## config.mk

```make
export PLATFORM = sky130hd
export DESIGN_NAME = crlf_line_framer_with_filter_unit
export DESIGN_NICKNAME = d
export VERILOG_FILES = /design/src/clff_pkg.sv /design/src/crlf_line_framer_with_filter_unit.sv /design/src/clff_ctrl.sv /design/src/clff_datapath.sv
export SDC_FILE = /design/constraint.sdc
export NUM_CORES = 1
export LEC_CHECK = 0
export BUFFER_PORTS_ARGS = -buffer_cell sky130_fd_sc_hd__buf_4
export CAP_MARGIN = 0
export CORE_ASPECT_RATIO = 1.5
export CORE_MARGIN = 2
export CORE_UTILIZATION = 56
export CTS_CLUSTER_DIAMETER = 200
export CTS_CLUSTER_SIZE = 8
export DETAILED_ROUTE_END_ITERATION = 7
export GPL_TIMING_DRIVEN = 1
export PLACE_DENSITY = 0.72
export SLEW_MARGIN = 20
export SYNTH_ARGS = -nofsm -noshare
export SYNTH_HDL_FRONTEND = slang
export SYNTH_SLANG_ARGS = --single-unit
```

## constraint.sdc

```tcl
create_clock -name clk -period 4.42 [get_ports clk]
set_input_delay 0.442 -clock clk [delete_from_list [all_inputs] [get_ports clk]]
set_output_delay 0.442 -clock clk [all_outputs]
set_load 0.01 [all_outputs]
```

## src/clff_pkg.sv

```systemverilog
// Shared types and constants for the CRLF line framer.
package clff_pkg;

    localparam logic [7:0] CH_CR = 8'h0D;
    localparam logic [7:0] CH_LF = 8'h0A;

    // Drop pattern "0.0000 kg", oldest byte first.
    localparam int PAT_LEN   = 9;
    localparam int PAT_CNT_W = 4;
    localparam logic [7:0] DROP_PATTERN [0:PAT_LEN-1] = '{
        8'h30, 8'h2E, 8'h30, 8'h30, 8'h30, 8'h30, 8'h20, 8'h6B, 8'h67
    };

    typedef struct packed {
        logic store;       // write rx byte into line buffer
        logic start_scan;  // line end seen: begin scan at entry 0
        logic scan_step;   // advance the scan one entry; fill resets when the scan ends
        logic emit_byte;   // load buffered byte into output register
        logic emit_cr;     // load CR into output register
        logic emit_lf;     // load closing LF into output register
    } cmd_t;

    typedef struct packed {
        logic line_end;    // rx byte is LF and byte before fill is CR
        logic scan_done;   // scan reached first zero or fill
        logic match;       // drop pattern found in line
        logic len_zero;    // scan ended at entry 0
        logic at_last;     // emit index is on last line byte
        logic out_free;    // output register can take a word
    } sts_t;

endpackage

```

## src/crlf_line_framer_with_filter_unit.sv

```systemverilog
// Top level of the CRLF line framer with drop filter.
//
//  channel  direction  handshake           payload
//  rx       in         rx_valid/rx_stall   rx_byte[7:0]
//  tx       out        tx_valid/tx_stall   tx_byte[7:0], last_of_line
//
// An ordinary rx word is taken and written into the line buffer.
// A word that closes a line (LF after CR) starts a scan of the buffer memory,
// one entry per cycle; rx_stall is high meanwhile.
// Unless the line holds "0.0000 kg", len+2 tx words then follow at one per
// cycle while tx_stall is low, through a single output register, which tx_stall holds in place.
// Reset clears the controller, fill index and output valid; the buffer is not
// cleared, only entries written since the last line end are ever read.
module crlf_line_framer_with_filter_unit
#(
    parameter int DEPTH = 24
)
(
    input  logic       clk,
    input  logic       rst_n,
    input  logic       rx_valid,
    output logic       rx_stall,
    input  logic [7:0] rx_byte,
    output logic       tx_valid,
    input  logic       tx_stall,
    output logic [7:0] tx_byte,
    output logic       last_of_line
);

    // Commands from the controller, status back from the datapath.
    clff_pkg::cmd_t cmd;
    clff_pkg::sts_t sts;

    clff_ctrl u_ctrl
    (
        .clk      (clk),
        .rst_n    (rst_n),
        .rx_valid (rx_valid),
        .rx_stall (rx_stall),
        .sts      (sts),
        .cmd      (cmd)
    );

    // Buffer memory, scan window and output register live here.
    clff_datapath #(.DEPTH(DEPTH)) u_datapath
    (
        .clk          (clk),
        .rst_n        (rst_n),
        .rx_byte      (rx_byte),
        .cmd          (cmd),
        .sts          (sts),
        .tx_valid     (tx_valid),
        .tx_stall     (tx_stall),
        .tx_byte      (tx_byte),
        .last_of_line (last_of_line)
    );

endmodule

```

## src/clff_ctrl.sv

```systemverilog
// Controller state machine for the CRLF line framer.
module clff_ctrl
(
    input  logic           clk,
    input  logic           rst_n,
    input  logic           rx_valid,
    output logic           rx_stall,
    input  clff_pkg::sts_t sts,
    output clff_pkg::cmd_t cmd
);

    localparam logic [2:0] ST_IDLE = 3'd0;
    localparam logic [2:0] ST_SCAN = 3'd1;
    localparam logic [2:0] ST_EMIT = 3'd2;
    localparam logic [2:0] ST_CR   = 3'd3;
    localparam logic [2:0] ST_LF   = 3'd4;

    logic [2:0] state_reg;
    logic [2:0] state_next;

    always_ff @(posedge clk or negedge rst_n)
    begin
        if (!rst_n)
        begin
            state_reg <= ST_IDLE;
        end
        else
        begin
            state_reg <= state_next;
        end
    end

    always_comb
    begin
        state_next = state_reg;
        cmd        = '0;
        rx_stall   = (state_reg != ST_IDLE);
        case (state_reg)
            ST_IDLE:
            begin
                if (rx_valid)
                begin
                    if (sts.line_end)
                    begin
                        cmd.start_scan = 1'b1;
                        state_next     = ST_SCAN;
                    end
                    else
                    begin
                        cmd.store = 1'b1;
                    end
                end
            end
            ST_SCAN:
            begin
                cmd.scan_step = 1'b1;
                if (sts.scan_done)
                begin
                    if (sts.match)
                    begin
                        state_next = ST_IDLE;
                    end
                    else if (sts.len_zero)
                    begin
                        state_next = ST_CR;
                    end
                    else
                    begin
                        state_next = ST_EMIT;
                    end
                end
            end
            ST_EMIT:
            begin
                if (sts.out_free)
                begin
                    cmd.emit_byte = 1'b1;
                    if (sts.at_last)
                    begin
                        state_next = ST_CR;
                    end
                end
            end
            ST_CR:
            begin
                if (sts.out_free)
                begin
                    cmd.emit_cr = 1'b1;
                    state_next  = ST_LF;
                end
            end
            ST_LF:
            begin
                if (sts.out_free)
                begin
                    cmd.emit_lf = 1'b1;
                    state_next  = ST_IDLE;
                end
            end
            default:
            begin
                state_next = ST_IDLE;
            end
        endcase
    end

endmodule

```

## src/clff_datapath.sv

```systemverilog
// Datapath for the CRLF line framer: line buffer, scan, pattern window, output register.
module clff_datapath
#(
    parameter int DEPTH = 24
)
(
    input  logic           clk,
    input  logic           rst_n,
    input  logic [7:0]     rx_byte,
    input  clff_pkg::cmd_t cmd,
    output clff_pkg::sts_t sts,
    output logic           tx_valid,
    input  logic           tx_stall,
    output logic [7:0]     tx_byte,
    output logic           last_of_line
);

    localparam int IW = (DEPTH > 1) ? $clog2(DEPTH) : 1;
    localparam logic [IW-1:0] FILL_MAX = IW'(DEPTH - 1);

    logic [7:0]    mem [0:DEPTH-1];
    logic [7:0]    rd_data_reg;
    logic [IW-1:0] rd_addr;

    logic [IW-1:0] fill_reg;
    logic [7:0]    prev_reg;    // copy of the entry just below fill
    logic [IW-1:0] idx_reg;
    logic [IW-1:0] idx_next;
    logic [IW-1:0] len_reg;

    logic [7:0]                   win_reg  [0:clff_pkg::PAT_LEN-1];
    logic [7:0]                   win_next [0:clff_pkg::PAT_LEN-1];
    logic [clff_pkg::PAT_CNT_W-1:0] cnt_reg;
    logic [clff_pkg::PAT_CNT_W-1:0] cnt_next;
    logic                         match_reg;
    logic                         win_hit;

    logic       out_valid_reg;
    logic [7:0] out_byte_reg;
    logic       out_last_reg;
    logic       out_load;

    // Status
    always_comb
    begin
        sts.line_end  = (rx_byte == clff_pkg::CH_LF) && (fill_reg != '0)
                        && (prev_reg == clff_pkg::CH_CR);
        sts.scan_done = (idx_reg == fill_reg) || (rd_data_reg == 8'h00);
        sts.match     = match_reg;
        sts.len_zero  = (idx_reg == '0);
        sts.at_last   = ((idx_reg + IW'(1)) == len_reg);
        sts.out_free  = !out_valid_reg || !tx_stall;
    end

    // Scan / emit index; the read address runs one step ahead so that
    // rd_data_reg holds mem[idx_reg] during the scan and the emit.
    always_comb
    begin
        idx_next = idx_reg;
        if (cmd.start_scan)
        begin
            idx_next = '0;
        end
        else if (cmd.scan_step)
        begin
            idx_next = sts.scan_done ? '0 : idx_reg + IW'(1);
        end
        else if (cmd.emit_byte)
        begin
            idx_next = idx_reg + IW'(1);
        end
    end

    assign rd_addr = idx_next;

    always_ff @(posedge clk)
    begin
        if (cmd.store)
        begin
            mem[fill_reg] <= rx_byte;
        end
        rd_data_reg <= mem[rd_addr];
    end

    // Pattern window: newest byte at the top.
    always_comb
    begin
        for (int k = 0; k < clff_pkg::PAT_LEN - 1; k++)
        begin
            win_next[k] = win_reg[k+1];
        end
        win_next[clff_pkg::PAT_LEN-1] = rd_data_reg;
        cnt_next = (cnt_reg == clff_pkg::PAT_CNT_W'(clff_pkg::PAT_LEN))
                   ? cnt_reg : cnt_reg + clff_pkg::PAT_CNT_W'(1);
        win_hit = (cnt_next == clff_pkg::PAT_CNT_W'(clff_pkg::PAT_LEN));
        for (int k = 0; k < clff_pkg::PAT_LEN; k++)
        begin
            if (win_next[k] != clff_pkg::DROP_PATTERN[k])
            begin
                win_hit = 1'b0;
            end
        end
    end

    always_ff @(posedge clk)
    begin
        if (cmd.scan_step && !sts.scan_done)
        begin
            for (int k = 0; k < clff_pkg::PAT_LEN; k++)
            begin
                win_reg[k] <= win_next[k];
            end
        end
        if (cmd.scan_step && sts.scan_done)
        begin
            len_reg <= idx_reg;
        end
    end

    always_ff @(posedge clk or negedge rst_n)
    begin
        if (!rst_n)
        begin
            fill_reg  <= '0;
            prev_reg  <= 8'h00;
            idx_reg   <= '0;
            cnt_reg   <= '0;
            match_reg <= 1'b0;
        end
        else
        begin
            idx_reg <= idx_next;
            if (cmd.store && (fill_reg != FILL_MAX))
            begin
                // at saturation the last slot is overwritten, entry below stays
                fill_reg <= fill_reg + IW'(1);
                prev_reg <= rx_byte;
            end
            // fill bounds the scan, so it clears only once the scan ends
            if (cmd.scan_step && sts.scan_done)
            begin
                fill_reg <= '0;
            end
            if (cmd.start_scan)
            begin
                cnt_reg   <= '0;
                match_reg <= 1'b0;
            end
            else if (cmd.scan_step && !sts.scan_done)
            begin
                cnt_reg <= cnt_next;
                if (win_hit)
                begin
                    match_reg <= 1'b1;
                end
            end
        end
    end

    // Output register
    assign out_load = cmd.emit_byte || cmd.emit_cr || cmd.emit_lf;

    always_ff @(posedge clk or negedge rst_n)
    begin
        if (!rst_n)
        begin
            out_valid_reg <= 1'b0;
        end
        else if (out_load)
        begin
            out_valid_reg <= 1'b1;
        end
        else if (!tx_stall)
        begin
            out_valid_reg <= 1'b0;
        end
    end

    always_ff @(posedge clk)
    begin
        if (out_load)
        begin
            out_byte_reg <= cmd.emit_byte ? rd_data_reg
                          : (cmd.emit_cr ? clff_pkg::CH_CR : clff_pkg::CH_LF);
            out_last_reg <= cmd.emit_lf;
        end
    end

    assign tx_valid     = out_valid_reg;
    assign tx_byte      = out_byte_reg;
    assign last_of_line = out_last_reg;

`ifndef ASSERT_OFF
    a_fill_bound: assert property (@(posedge clk) disable iff (!rst_n)
        fill_reg <= FILL_MAX)
        else $error("fill index beyond last slot");

    a_fill_clear: assert property (@(posedge clk) disable iff (!rst_n)
        (cmd.scan_step && sts.scan_done) |=> (fill_reg == '0))
        else $error("fill index not cleared at line end");

    a_last_is_lf: assert property (@(posedge clk) disable iff (!rst_n)
        (tx_valid && last_of_line) |-> (tx_byte == clff_pkg::CH_LF))
        else $error("line end flag on a word other than LF");

    a_no_load_while_held: assert property (@(posedge clk) disable iff (!rst_n)
        (tx_valid && tx_stall) |-> !out_load)
        else $error("output register overwritten while stalled");
`endif

endmodule
```

==> results of run 1 <==
[critical path, cell delays in order, from the launching register on]
cell and delay [ns]:
dfrtp_1 0.42, inv_1 0.11, ha_1 0.22, nor4b_1 0.16, or4_4 0.56, nor3_4 0.15, buf_4 0.25, a211o_1 0.29
inv_1 0.30, nor3_2 0.47, a21boi_0 0.44, a311oi_1 0.10
[stage by stage]
stage | power, mW | setup WS (ns) | instances
finish | 10.4 | 0.799 | 1216
CTS | 10.5 | 0.844 | 1216
global placement | 7.34 | 0.502 | 1140
global route | 10.9 | 0.601 | 1216
floorplan | 6.48 | 0.581 | 867
detailed placement | 7.41 | 0.445 | 1140
[logic make-up after synthesis]
logic type | count (synthesis)
multiplexers | 48
AND/OR/NAND/NOR | 332
flip-flops | 305
AO/OA/AOI/OAI | 103
adder cells (fa/ha/maj) | 8
buffers and inverters | 56
XOR/XNOR | 15
[power by group through the flow]
stage | clock network, mW | registers (mW) | logic, mW
after floorplan | 0 | 4.15 | 2.33
after global placement | 0 | 4.34 | 3.01
after detailed placement | 0 | 4.36 | 3.05
after CTS | 3.07 | 4.32 | 3.06
after global routing | 3.20 | 4.38 | 3.33
final | 3.04 | 4.32 | 3.08
[synthesized netlist by cell type (15+ instances only)]
cell type and number:
edfxtp_1 270, mux2i_1 34, inv_1 15, nand2_1 153, dfrtp_1 27, nand4_1 21, a21oi_1 23, clkbuf_1 15
nand3_1 36, nor2_1 47
[final cells by class]
class,instances,area share (%)
repair buffers,41,2.30
clock buffers,73,8.92
flip-flops and latches,305,63.7
well taps,272,2.42
inverters,17,0.463
multi-input cells,506,22.0
clock inverters,2,0.178
[how the worst min path moves through the flow]
stage | from | end | slack [ns]
after detailed placement | rst_n | u_datapath.prev_reg[3] | 0.38
final | tx_stall | u_datapath.tx_valid | 0.23
after floorplan | rst_n | u_ctrl.state_reg[0] | 0.15
after CTS | tx_stall | u_datapath.tx_valid | 0.23
after global routing | tx_stall | u_datapath.tx_valid | 0.25
after global placement | rst_n | u_datapath.prev_reg[3] | 0.38
[routing by layer]
| metal | part of all wire, % | vias up | wire length [um] |
|---|---|---|---|
| met4 | 3.4 | 0 | 925 |
| met3 | 5.2 | 69 | 1430 |
| li1 | - | 3364 | - |
| met2 | 54 | 302 | 15000 |
| met1 | 37 | 3638 | 10200 |
| met5 | 0 | - | 0 |
[timing repair]
action	4_1_cts	5_1_grt
setup buffers	0	0
hold buffers	1	0
gates resized for setup	0	0
hold endpoints to repair	27	0
==> tab_implementation.tex, run 1 <==
\begin{tabular}{lr}
\hline
Metric & Value \\
\hline
\multicolumn{2}{l}{\textbf{Synthesis}} \\
Synthesized area & 12300 um2 \\
Share of synthesized area spent on multiplexers & 4.05\% \\
Total of flip-flops plus latches after synthesis & 305 \\
Post-Synth Adder-Cell Area & 0.815\% \\
EDFF count, synth & 270 \\
Post-Synthesis Cells & 867 \\
Combinational family with the most area after synthesis & simple AND/OR/NAND/NOR gates \\
Synth unique cells & 62 \\
Post-synthesis share of cell area spent on xor and xnor gates & 1.07\% \\
Proportion of synthesized chip area in sequential cells & 72.8\% \\
Synth Flop Type & edfxtp\_1 \\
Post-synthesis area per instance & 14.2 um2 \\
YS warnings & 0 \\
Synthesized netlist net count & 887 \\
Post-synthesis compound-gate area fraction & 5.99\% \\
Proportion of register bits with asynchronous set or reset after synthesis & 8.85\% \\
Fraction of synthesized cell area taken by the top area cell type & 66.0\% \\
Simple logic cell fraction of the synthesized area & 13.1\% \\
Cell accounting for the most synthesized area & edfxtp\_1 \\
Most area-consuming cells after synthesis & edfxtp\_1 66\%, dfrtp\_1 5.5\%, nand2\_1 4.7\% \\
\multicolumn{2}{l}{\textbf{Setup path}} \\
Worst setup endpoint & u\_datapath.rd\_data\_reg[6] \\
Type of the worst setup path & register to register \\
Reg-to-reg setup timing slack & 0.80 ns \\
Worst setup EP type & register \\
Reg2Reg Depth & 11 \\
Worst Path Arrival & 3.99 ns \\
Worst R2R Start & u\_datapath.fill\_reg[0] \\
Req. time, crit path & 4.79 ns \\
RR Endpoint & u\_datapath.rd\_data\_reg[6] \\
Worst-path maximum fanout & 15 \\
Setup crit start kind & register \\
Worst setup startpoint & u\_datapath.fill\_reg[0] \\
\multicolumn{2}{l}{\textbf{Global route}} \\
Number of global-route vias before repair & 7378 \\
Leftover overflow at the end of global routing & 0 \\
Initial antenna violation count & 0 \\
Peak-usage layer in the global routing report & met2 \\
First-pass GRT wire length & 42100 um \\
Overall global routing resource usage & 24.0\% \\
Met1 usage in global routing & 27.9\% \\
Maximum number of pins on one net before global-route repair & 71 \\
Fraction of met2 tracks used by global routing & 45.3\% \\
Met3 global-route usage & 3.26\% \\
\multicolumn{2}{l}{\textbf{Pwr}} \\
Switching part of the total & 33.8\% \\
Power density normalized to cell area & 743 nW/um2 \\
Net Switching & 3.53 mW \\
Combinational cell fraction of total power & 29.5\% \\
Fraction of power consumed by the clock network & 29.1\% \\
Maximum ir drop on the vdd rail & 0.462 mV \\
Sequential share of power & 41.4\% \\
Internal & 6.90 mW \\
Cell leakage power & 4.96 nW \\
\multicolumn{2}{l}{\textbf{Floorplan}} \\
Row count & 66 \\
I/O pin cnt & 23 \\
Die footprint & 23200 um2 \\
Std-Cell Core Area & 21600 um2 \\
Chip width & 125 um \\
Die extent in y & 185 um \\
Initial core utilization & 56.8\% \\
\multicolumn{2}{l}{\textbf{Final layout}} \\
Sequential standard cell area & 8940 um2 \\
Finished layout cell area & 14000 um2 \\
Share of post-route cells with drive strength above 1 & 12.8\% \\
Finished Core Util & 64.9\% \\
Commonest non-fill, non-tap cell in the layout & edfxtp\_1 \\
Number of flip-flops in the largest register & 192 \\
Fill cell instance count of the final layout & 1551 \\
Number of inserted diodes & 0 \\
Relative area change from synthesis to final layout & 14.3\% \\
Total area of multi-input combinational cells & 3090 um2 \\
Number of nets in the finished design & 935 \\
Commonest cells after routing, fill and taps aside & 270 x edfxtp\_1, 153 x nand2\_1, 47 x nor2\_1 \\
\multicolumn{2}{l}{\textbf{STA}} \\
Hold slack final & 0.232 ns \\
Max-Slew Margin vs Limit & 37.1\% \\
Maximum frequency from static timing analysis & 276 MHz \\
Hold Violations, Final & 0 \\
Time the worst path needs with I/O delays and setup & 3.62 ns \\
Setup TNS & 0 ns \\
Final setup viols & 0 \\
Worst-Margin Slew & 0.944 ns \\
Period Utilization, post-route & 81.9\% \\
RSZ-0062 raised after global routing & false \\
Fin. max-slew vios & 0 \\
Setup clock skew after layout & 0.0169 ns \\
\multicolumn{2}{l}{\textbf{CTS}} \\
Clock Latency Late Sink & 0.53 ns \\
CTS Sinks & 305 \\
Buffer depth of the longest clock path & 3 \\
Clock buffer count from CTS & 44 \\
Number of H-tree levels & 2 \\
TritonCTS clock tree & built \\
Clock edge transition at the registers on the reported setup and hold paths & 0.05 ns \\
Clock tree root buffer cell & clkbuf\_16 \\
\multicolumn{2}{l}{\textbf{Drt}} \\
Routed length per instance & 22.6 um \\
Initial DRT Pass Iterations & 5 \\
Number of remaining DRC errors & 0 \\
Number of nets with antenna violations after detailed routing & 0 \\
Routed wire length & 27500 um \\
Via count & 7373 \\
Via count normalized by instance count & 6.06 \\
First DRT Iteration DRCs & 777 \\
\multicolumn{2}{l}{\textbf{Place}} \\
Buffers added on ports & 22 \\
GP Congestion & 0.859 \\
Placement Cell Area & 12800 um2 \\
Post-detailed-placement half-perimeter wirelength & 17600 um \\
\multicolumn{2}{l}{\textbf{Run status}} \\
Run status & complete, no violations \\
\multicolumn{2}{l}{\textbf{Flow run}} \\
Number of maximum-capacitance violations & 0 \\
\multicolumn{2}{l}{\textbf{Min path}} \\
Class of the worst hold path & primary input to register \\
Worst hold path depth & 3 \\
\hline
\end{tabular}
Power figures use the tool's default switching activity.
==> inputs of run 2 (changes only) <==
==> constraint.sdc (replaced) <==
create_clock -name clk -period 3.7 [get_ports clk]
set_input_delay 0.37 -clock clk [delete_from_list [all_inputs] [get_ports clk]]
set_output_delay 0.37 -clock clk [all_outputs]
set_load 0.01 [all_outputs]
==> tab_implementation.tex, run 2 (synthesized netlist as in run 1, its figures left out) <==
\begin{tabular}{lr}
\hline
Metric & Value \\
\hline
\multicolumn{2}{l}{\textbf{Min path}} \\
Worst Hold Launch & tx\_stall \\
Class of the worst hold path & primary input to register \\
Worst hold path depth & 3 (unchanged) \\
\multicolumn{2}{l}{\textbf{Floorplan}} \\
I/O pin cnt & 23 (unchanged) \\
Die extent in y & 185 um (unchanged) \\
Row count & 66 (unchanged) \\
Initial core utilization & 56.8\% (unchanged) \\
Die footprint & 23200 um2 (unchanged) \\
Std-Cell Core Area & 21600 um2 (unchanged) \\
Chip width & 125 um (unchanged) \\
\multicolumn{2}{l}{\textbf{Drt}} \\
Number of remaining DRC errors & 0 (unchanged) \\
Routed wire length & 28300 um (+2.8\%) \\
Initial DRT Pass Iterations & 5 (unchanged) \\
Number of nets with antenna violations after detailed routing & 0 (unchanged) \\
First DRT Iteration DRCs & 653 (-16\%) \\
Routed length per instance & 22.5 um (-0.51\%) \\
Via count & 7537 (+2.2\%) \\
Via count normalized by instance count & 6.00 (-1.0\%) \\
\multicolumn{2}{l}{\textbf{Flow run}} \\
Number of maximum-capacitance violations & 0 (unchanged) \\
\multicolumn{2}{l}{\textbf{Global route}} \\
Initial antenna violation count & 0 (unchanged) \\
First-pass GRT wire length & 43400 um (+3.2\%) \\
Overall global routing resource usage & 24.6\% (+0.56 points) \\
Met1 usage in global routing & 28.4\% (+0.42 points) \\
Maximum number of pins on one net before global-route repair & 71 (unchanged) \\
Leftover overflow at the end of global routing & 0 (unchanged) \\
Fraction of met2 tracks used by global routing & 46.0\% (+0.68 points) \\
Peak-usage layer in the global routing report & met2 \\
Met3 global-route usage & 3.32\% (+0.058 points) \\
Number of global-route vias before repair & 7685 (+4.2\%) \\
\multicolumn{2}{l}{\textbf{Final layout}} \\
Total area of multi-input combinational cells & 3090 um2 (unchanged) \\
Commonest cells after routing, fill and taps aside & 270 x edfxtp\_1, 153 x nand2\_1, 70 x buf\_4 \\
Finished Core Util & 66.3\% (+1.5 points) \\
Commonest non-fill, non-tap cell in the layout & edfxtp\_1 \\
Sequential standard cell area & 8940 um2 (unchanged) \\
Relative area change from synthesis to final layout & 16.9\% \\
Number of nets in the finished design & 969 (+3.6\%) \\
Number of flip-flops in the largest register & 192 (unchanged) \\
Number of inserted diodes & 0 (unchanged) \\
Fill cell instance count of the final layout & 1544 (-0.45\%) \\
Share of post-route cells with drive strength above 1 & 15.8\% (+2.9 points) \\
\multicolumn{2}{l}{\textbf{STA}} \\
Time the worst path needs with I/O delays and setup & 3.46 ns (-0.159 ns) \\
Hold Violations, Final & 0 (unchanged) \\
RSZ-0062 raised after global routing & false \\
Setup clock skew after layout & 0.0201 ns (+0.00316 ns) \\
Period Utilization, post-route & 93.6\% (+12 points) \\
Worst-Margin Slew & 0.910 ns (-0.0342 ns) \\
Max-Slew Margin vs Limit & 39.4\% (+2.3 points) \\
Setup TNS & 0 ns (unchanged) \\
Maximum frequency from static timing analysis & 289 MHz (+4.6\%) \\
Final setup viols & 0 (unchanged) \\
Fin. max-slew vios & 0 (unchanged) \\
\multicolumn{2}{l}{\textbf{Pwr}} \\
Maximum ir drop on the vdd rail & 0.522 mV (+13\%) \\
Power density normalized to cell area & 893 nW/um2 (+20\%) \\
Cell leakage power & 5.15 nW (+4.0\%) \\
\multicolumn{2}{l}{\textbf{CTS}} \\
Number of H-tree levels & 2 (unchanged) \\
Buffer depth of the longest clock path & 3 (unchanged) \\
CTS Sinks & 305 (unchanged) \\
Clock tree root buffer cell & clkbuf\_16 \\
Clock edge transition at the registers on the reported setup and hold paths & 0.05 ns (about the same) \\
TritonCTS clock tree & built \\
Clock buffer count from CTS & 44 (unchanged) \\
Clock Latency Late Sink & 0.53 ns (about the same) \\
\multicolumn{2}{l}{\textbf{Setup path}} \\
Worst setup EP type & register \\
Reg-to-reg setup timing slack & 0.24 ns (-0.56 ns) \\
Worst R2R Start & u\_datapath.fill\_reg[0] \\
Req. time, crit path & 4.12 ns (-0.67 ns) \\
Worst setup startpoint & u\_datapath.fill\_reg[0] \\
Type of the worst setup path & register to register \\
Worst setup endpoint & u\_datapath.rd\_data\_reg[3] \\
RR Endpoint & u\_datapath.rd\_data\_reg[3] \\
Worst Path Arrival & 3.88 ns (-0.11 ns) \\
Setup crit start kind & register \\
Worst-path maximum fanout & 27 (+12) \\
Reg2Reg Depth & 12 (+1) \\
\multicolumn{2}{l}{\textbf{Place}} \\
Buffers added on ports & 22 (unchanged) \\
Post-detailed-placement half-perimeter wirelength & 18500 um (+5.1\%) \\
GP Congestion & 0.961 (+12\%) \\
\multicolumn{2}{l}{\textbf{Run status}} \\
Run status & complete, no violations \\
\hline
\end{tabular}
-- run 2: worst min path at each step --
stage,end,slack (ns)
2_1_floorplan,u_ctrl.state_reg[0],0.07
3_3_place_gp,u_datapath.prev_reg[3],0.31
3_5_place_dp,u_datapath.prev_reg[3],0.31
4_1_cts,u_datapath.tx_valid,0.12
5_1_grt,u_datapath.tx_valid,0.14
6_report,u_datapath.tx_valid,0.14
-- run 2: where the power goes --
group / switching [mW] / internal [mW] / total, mW
registers: 0.435 / 4.67 / 5.10
clock network: 1.38 / 2.31 / 3.69
logic: 2.54 / 1.49 / 4.03
-- run 2: through the flow --
step | power [mW] | hold slack (ns) | worst slack, ns | instances | cell area, um2
global route | 13.4 | 0.140 | 0.0232 | 1256 | 14400
finish | 12.8 | 0.137 | 0.238 | 1256 | 14400
CTS | 12.9 | 0.123 | 0.213 | 1255 | 14300
detailed placement | 9.15 | 0.310 | 0.122 | 1173 | 13000
floorplan | 7.73 | 0.0744 | 0.373 | 867 | 12300
global placement | 9.08 | 0.309 | 0.183 | 1173 | 13000
-- run 2: repair_timing --
item                                    4_1_cts  5_1_grt
endpoints found under the setup margin        0        4
hold buffers                                  1        0
endpoints found under the hold margin        27        0
setup buffers                                 0        1
resized for setup                             0        1
-- run 2: cell type report --
class / count / area share [%]
clock buffers: 79 / 8.88
clock inverters: 2 / 0.174
inverters: 17 / 0.453
multi-input cells: 506 / 21.5
flip-flops and latches: 305 / 62.3
well taps: 272 / 2.37
repair buffers: 75 / 4.29
-- run 2: critical path: stages, from the launching register on --
cell and delay, ns:
dfrtp_1 0.42, inv_1 0.11, ha_1 0.23, nor4b_1 0.15, buf_4 0.15, or4_4 0.55, nor3_4 0.24, a211o_4 0.33
buf_4 0.35, nand2_1 0.10, a31oi_1 0.18, nand4_1 0.23, a311oi_2 0.31
-- run 2: metal layers --
metal / wire (um) / vias to the layer above
li1: - / 3431
met1: 10400 / 3750
met2: 15400 / 277
met3: 1370 / 79
met4: 1110 / 0
met5: 0 / -
